### config.mk
export PLATFORM = sky130hd
export DESIGN_NAME = alir_cell
export DESIGN_NICKNAME = d
export VERILOG_FILES = /design/src/hdl/assert_macros.svh /design/src/hdl/alir_pkg.sv /design/src/hdl/alir_cell.sv
export SDC_FILE = /design/constraint.sdc
export NUM_CORES = 1
export LEC_CHECK = 0
export BUFFER_PORTS_ARGS = -buffer_cell sky130_fd_sc_hd__buf_2
export CORE_UTILIZATION = 35
export DETAILED_ROUTE_END_ITERATION = 7
export GPL_ROUTABILITY_DRIVEN = 0
export GPL_TIMING_DRIVEN = 1
export PLACE_DENSITY = 0.68
export RECOVER_POWER = 100
export SLEW_MARGIN = 0
export SYNTH_ARGS = -nofsm -noshare
export SYNTH_HDL_FRONTEND = slang
export SYNTH_SLANG_ARGS = --single-unit
export TNS_END_PERCENT = 20
### constraint.sdc
create_clock -name clk -period 4.59 [get_ports clk]
set_input_delay 0.2295 -clock clk [delete_from_list [all_inputs] [get_ports clk]]
set_output_delay 0.2295 -clock clk [all_outputs]
set_load 0.01 [all_outputs]
### src/hdl/assert_macros.svh
// Assertion helpers used by the list engine RTL.
`ifndef ASSERT_MACROS_SVH
`define ASSERT_MACROS_SVH

`ifndef SYNTHESIS
// Check at every clock edge outside reset.
`define ASSERT_CLK(lbl, clk, rst_n, prop, msg) \
	lbl: assert property (@(posedge clk) disable iff (!rst_n) prop) else $error(msg);
// Check at every clock edge, reset included.
`define ASSERT_RST(lbl, clk, prop, msg) \
	lbl: assert property (@(posedge clk) prop) else $error(msg);
`else
`define ASSERT_CLK(lbl, clk, rst_n, prop, msg)
`define ASSERT_RST(lbl, clk, prop, msg)
`endif

`endif

### src/hdl/alir_pkg.sv
package alir_pkg;

	localparam int unsigned CAPACITY = 64;
	localparam int unsigned VALUE_W  = 32;
	localparam int unsigned TYPE_W   = 3;
	localparam int unsigned POS_W    = 7;
	localparam int unsigned STAT_W   = 2;
	localparam int unsigned OCNT_W   = 7;

	// Cell index width and registered read tree size
	localparam int unsigned AW     = (CAPACITY > 1) ? $clog2(CAPACITY) : 1;
	localparam int unsigned LEAVES = 1 << AW;
	localparam int unsigned CNT_W  = $clog2(CAPACITY + 1);
	localparam int unsigned CMPW   = (CNT_W > POS_W) ? CNT_W : POS_W;
	localparam int unsigned WAIT_W = (AW > 1) ? $clog2(AW) : 1;

	localparam logic [CNT_W-1:0]  CAP_CNT   = CNT_W'(CAPACITY);
	localparam logic [WAIT_W-1:0] WAIT_LOAD = WAIT_W'(AW - 1);

	typedef enum logic [TYPE_W-1:0] {
		REQ_INS_FRONT = 3'd0,
		REQ_INS_END   = 3'd1,
		REQ_INS_POS   = 3'd2,
		REQ_RM_FRONT  = 3'd3,
		REQ_RM_END    = 3'd4,
		REQ_RM_POS    = 3'd5,
		REQ_READ      = 3'd6
	} req_type_t;

	typedef enum logic [STAT_W-1:0] {
		ST_OK    = 2'd0,
		ST_FULL  = 2'd1,
		ST_EMPTY = 2'd2,
		ST_RANGE = 2'd3
	} status_t;

	typedef enum logic [1:0] {
		OP_NONE = 2'd0,
		OP_INS  = 2'd1,
		OP_REM  = 2'd2,
		OP_READ = 2'd3
	} op_t;

	// Shift command broadcast to every cell
	typedef struct packed {
		logic               ins;
		logic               rem;
		logic [AW-1:0]      at;
		logic [VALUE_W-1:0] tag;
	} cell_ctl_t;

	// Decoded request held while the item is in flight
	typedef struct packed {
		op_t                op;
		status_t            status;
		logic [AW-1:0]      at;
		logic [VALUE_W-1:0] tag;
	} req_t;

	function automatic logic [AW-1:0] cell_idx(input int unsigned i);
		logic [31:0] v;
		v = i;
		return v[AW-1:0];
	endfunction

	function automatic logic [CMPW-1:0] cnt_to_cmp(input logic [CNT_W-1:0] c);
		return CMPW'(c);
	endfunction

	function automatic logic [CMPW-1:0] pos_to_cmp(input logic [POS_W-1:0] p);
		return CMPW'(p);
	endfunction

	function automatic logic [OCNT_W-1:0] cnt_to_out(input logic [CNT_W-1:0] c);
		logic [CMPW-1:0] t;
		t = CMPW'(c);
		return t[OCNT_W-1:0];
	endfunction

endpackage

### src/hdl/alir_cell.sv
module alir_cell (
	input  logic                          clk,
	input  alir_pkg::cell_ctl_t           ctl,
	input  logic [alir_pkg::AW-1:0]       idx,
	input  logic [alir_pkg::VALUE_W-1:0]  prev_val,
	input  logic [alir_pkg::VALUE_W-1:0]  next_val,
	output logic [alir_pkg::VALUE_W-1:0]  val,
	output logic [alir_pkg::VALUE_W-1:0]  leaf
);

	logic [alir_pkg::VALUE_W-1:0] val_q;

	// Insert: cells above the slot take the lower neighbor, the slot takes the tag.
	// Remove: the slot and cells above take the upper neighbor.
	always_ff @(posedge clk) begin
		if (ctl.ins) begin
			if (idx > ctl.at) begin
				val_q <= prev_val;
			end else if (idx == ctl.at) begin
				val_q <= ctl.tag;
			end
		end else if (ctl.rem) begin
			if (idx >= ctl.at) begin
				val_q <= next_val;
			end
		end
	end

	assign val  = val_q;
	assign leaf = (idx == ctl.at) ? val_q : '0;

endmodule

== After elaboration in Yosys (flattened, before gate mapping) ==
Index checks and enable logic that the tools add are counted.

* Order comparisons: 2
* Equal/unequal tests: 2
* Muxes and demuxes: 6
* Reductions and logical operators: 3

{| class="wikitable"
|+ Operators by type and width
! kind !! number
|-
| 32-bit 2-to-1 mux || 6
|-
| 6-bit == test || 1
|-
| 6-bit >= comparator || 1
|-
| 6-bit > comparator || 1
|-
| 2-bit nonzero test || 2
|-
| 3-bit by 1-bit != test with 1-bit output (second input constant) || 1
|-
| 3-bit AND reduction || 1
|}

* Flip-flop bits (word level): 32
* Input port bits: 111
* Output and inout port bits: 64
* Word-level logic and storage cells: 14

== Depth between registers and ports, before layout ==
* Depth after elaboration: 4
* Depth in mapped cells: 8
* Depth with buffers taken out: 6

== Least setup slack after synthesis ==
OpenSTA, ideal clock, no wires.

* Path type: input to register
* From: input port ctl[37] (netlist bit)
* To: register val_q (netlist bit val[0]), enable pin
* Library setup time: 0.391 ns
* Data arrival time: 2.121 ns
* Required time: 4.199 ns
* Slack: 2.078 ns
* Stages on the path: 8
* Buffers on the path: 3
* Cells stage by stage: inv_1 > ha_1 > and4_4 > and3_4 > buf_6 > buf_6 > buf_2 > o22a_1

* Cells in the longest elaborated chain, start to end: 3
* Elaborated cells on any way between the ends: 6

{| class="wikitable"
|+ RTL lines
! element !! line !! text
|-
| from (decl) || alir_cell.sv:3 || <nowiki>input alir_pkg::cell_ctl_t ctl,</nowiki>
|-
| 6-bit > comparator, or another cell as far along || alir_cell.sv:17 || <nowiki>if (idx > ctl.at) begin</nowiki>
|-
| 3-bit by 1-bit != test with 1-bit output (no line) / 2-bit nonzero test (equally long branches) || -- ||
|-
| 3-bit AND reduction (no line) * || -- ||
|-
| to (signal assigned) || alir_cell.sv:18 || <nowiki>val_q <= prev_val;</nowiki>
|-
| to (signal assigned) || alir_cell.sv:20 || <nowiki>val_q <= ctl.tag;</nowiki>
|-
| to (signal assigned) || alir_cell.sv:24 || <nowiki>val_q <= next_val;</nowiki>
|-
| to (decl) || alir_cell.sv:11 || <nowiki>logic [alir_pkg::VALUE_W-1:0] val_q;</nowiki>
|}

Mark *: on every way between the ends. The rest lies on a longest branch, timed or not.
A chain may end at the register's enable or synchronous reset.

== Worst setup path after layout ==
* From: input port ctl[37] (netlist bit)
* To: output port leaf[24] (netlist bit)

* Cells in the longest elaborated chain, start to end: 2

{| class="wikitable"
|+ RTL lines
! element !! line !! text
|-
| 6-bit == test || alir_cell.sv:30 || <nowiki>assign leaf = (idx == ctl.at) ? val_q : '0;</nowiki>
|-
| 32-bit 2-to-1 mux || alir_cell.sv:30 ||
|-
| to (decl) || alir_cell.sv:8 || <nowiki>output logic [alir_pkg::VALUE_W-1:0] leaf</nowiki>
|}

No other way between the ends.

==> flow_summary.json <==
{
  "clock-root-buffer": "clkbuf_8",
  "drtIter0Drc": 129,
  "wire_per_inst_um": 13.41,
  "hpwl_um": 5269,
  "grt_usage_pct": 17.87,
  "io_pins": 175,
  "path_max_fanout": 96,
  "critical_path_class": "input pin to output pin",
  "cts_tree": "done",
  "antenna_left": 0,
  "min_period_over_period_pct": 64.78,
  "min_period_ps": 2973,
  "status": "complete, but fails checks",
  "finalHoldViolations": 0,
  "start_kind": "input pin",
  "slew_viol_final": 97,
  "synth.distinct_cells": 20,
  "final_cell_mix": "buf_2 (118), nand2_1 (64), clkbuf_1 (57)",
  "die_h_um": 90.10,
  "finalSetupTns_ps": 0,
  "max_freq_mhz": 336.3,
  "route.vias.total": 2952,
  "setup_violations": 0,
  "synthesis.nets": 431,
  "viasPerCell": 5.243,
  "path_clk_slew_ps": 60,
  "finalPower_uw": 876.9,
  "antenna_found_initial": 0,
  "syn_to_final_growth_pct": 31.55,
  "diodes": 0,
  "required_ps": 4360,
  "cts_buffer_depth": 2,
  "setup.worst_path.end_class": "output pin",
  "cts_resized": 0,
  "overflow": 0,
  "grt_max_degree": 97,
  "firstDrtPassIters": 4,
  "min_path_cells": 3,
  "design.core.area_um2": 7370,
  "cp-startpoint": "ctl[37]",
  "violations": "capacitance limit, slew limit",
  "numCtsBuffers": 5,
  "seqPwrFrac_pct": 46.8,
  "nets": 581,
  "final_common_cell": "buf_2",
  "crit_arrival_ps": 2740,
  "htreeDepth": 2,
  "drive_gt1_share_pct": 28.23,
  "drc": 0,
  "hold_path_class": "input pin to flip-flop",
  "grt_pass1_vias": 2670,
  "fillCellCount": 783,
  "initial_utilization_pct": 36.86,
  "ys_ff_latch": 32,
  "irDropWorstVdd_uv": 104.3,
  "slew-limit-headroom_pct": -10.20,
  "syn_avg_cell_area_um2": 8.651,
  "ctsHoldBuffers": 0,
  "netlist_instances": 314,
  "clockPowerShare_pct": 23.3,
  "largest_reg_flops": 32,
  "post_cts_buffers": 0,
  "p_int_uw": 598.8,
  "rsz0062_at_grt": "false",
  "power.density_nw_per_um2": 245.4,
  "io_buffers": 174,
  "die_w_um": 90.10,
  "max_cap_violations": 1,
  "cts_sinks": 32,
  "yosysWarnings": 0,
  "fp-row-count": 31,
  "tightestPinTransition_ps": 1653,
  "crit_end": "leaf[24]",
  "netSwitchingPower_uw": 278.1,
  "grt_pass1_wl_um": 12100,
  "die_area_um2": 8117,
  "switching_share_pct": 31.71,
  "p_leak_nw": 1.446,
  "hp-start": "ctl[31]",
  "synth-seq-area-share_pct": 35.38,
  "pwr-share-comb_pct": 29.9,
  "wl_um": 7548,
  "syn_area_um2": 2716
}
[how the worst min path moves through the flow]
stage,to
6_report,val[31]$_DFFE_PP_
5_1_grt,val[18]$_DFFE_PP_
4_1_cts,val[15]$_DFFE_PP_
3_5_place_dp,val[28]$_DFFE_PP_
3_3_place_gp,val[20]$_DFFE_PP_
2_1_floorplan,val[0]$_DFFE_PP_
[power groups by stage]
stage / Clock [mW] / Sequential [mW] / Combinational (mW)
floorplan: 0 / 0.437 / 0.130
finish: 0.205 / 0.410 / 0.262
detailed placement: 0 / 0.415 / 0.279
global route: 0.222 / 0.417 / 0.289
global placement: 0 / 0.414 / 0.276
CTS: 0.208 / 0.410 / 0.280
[cell type report]
cell class	count	area, um2	area share [%]
Multi-Input combinational cell	239	1545	43.24
Clock inverter	1	5.005	0.1401
Tap cell	99	123.9	3.466
Sequential cell	32	960.9	26.89
Inverter	6	22.52	0.6303
Timing Repair Buffer	180	843.3	23.60
Clock buffer	6	72.57	2.031
[synthesized netlist by cell type (all sizes together)]
library cell | number | area share [%]
o21ai | 1 | 0.32
a311o | 32 | 12
inv | 6 | 0.83
and3 | 1 | 0.41
a21o | 1 | 0.28
edfxtp | 32 | 35
a31oi | 32 | 7.4
buf | 12 | 3.4
clkbuf | 25 | 3.5
a21oi | 1 | 0.18
o22a | 1 | 0.32
nand2 | 64 | 8.8
nand3 | 2 | 0.37
nor2b | 33 | 7.6
and4 | 1 | 0.41
ha | 6 | 2.8
o211ai | 32 | 8.8
and2 | 32 | 7.4
[metrics by stage]
stage	std cells	util (%)	setup slack, ps	hold WS, ps	cell area (um2)
finish	563	48.49	1617	295.9	3573
global route	563	48.49	1337	298.6	3573
CTS	563	49.66	2136	291.0	3660
detailed placement	556	48.61	1848	587.9	3582
global placement	556	48.61	1938	579.0	3582
floorplan	314	-	2078	475.8	2716
[routing by layer]
layer  part of all wire (%)  global-route usage, %
met5                      0                      0
met4                   0.73                  3.763
met3                    7.2                  4.653
met2                     49                  31.55
met1                     43                  21.78
[critical path, stage by stage]
cell and delay (ps):
buf_2 80, inv_1 30, ha_1 350, and4_1 220
and3_1 180, clkbuf_2 1180, and2_1 260, clkbuf_1 160
[logic make-up (layout without fill, tap and decap cells)]
family,after synthesis,after routing,synth area share (%)
flops,32,32,35.38
buf+inv,43,193,7.738
fa+ha+maj,6,6,2.764
simple gates,133,133,25.01
compound gates,100,100,29.11
(Power assumes the default switching activity.)
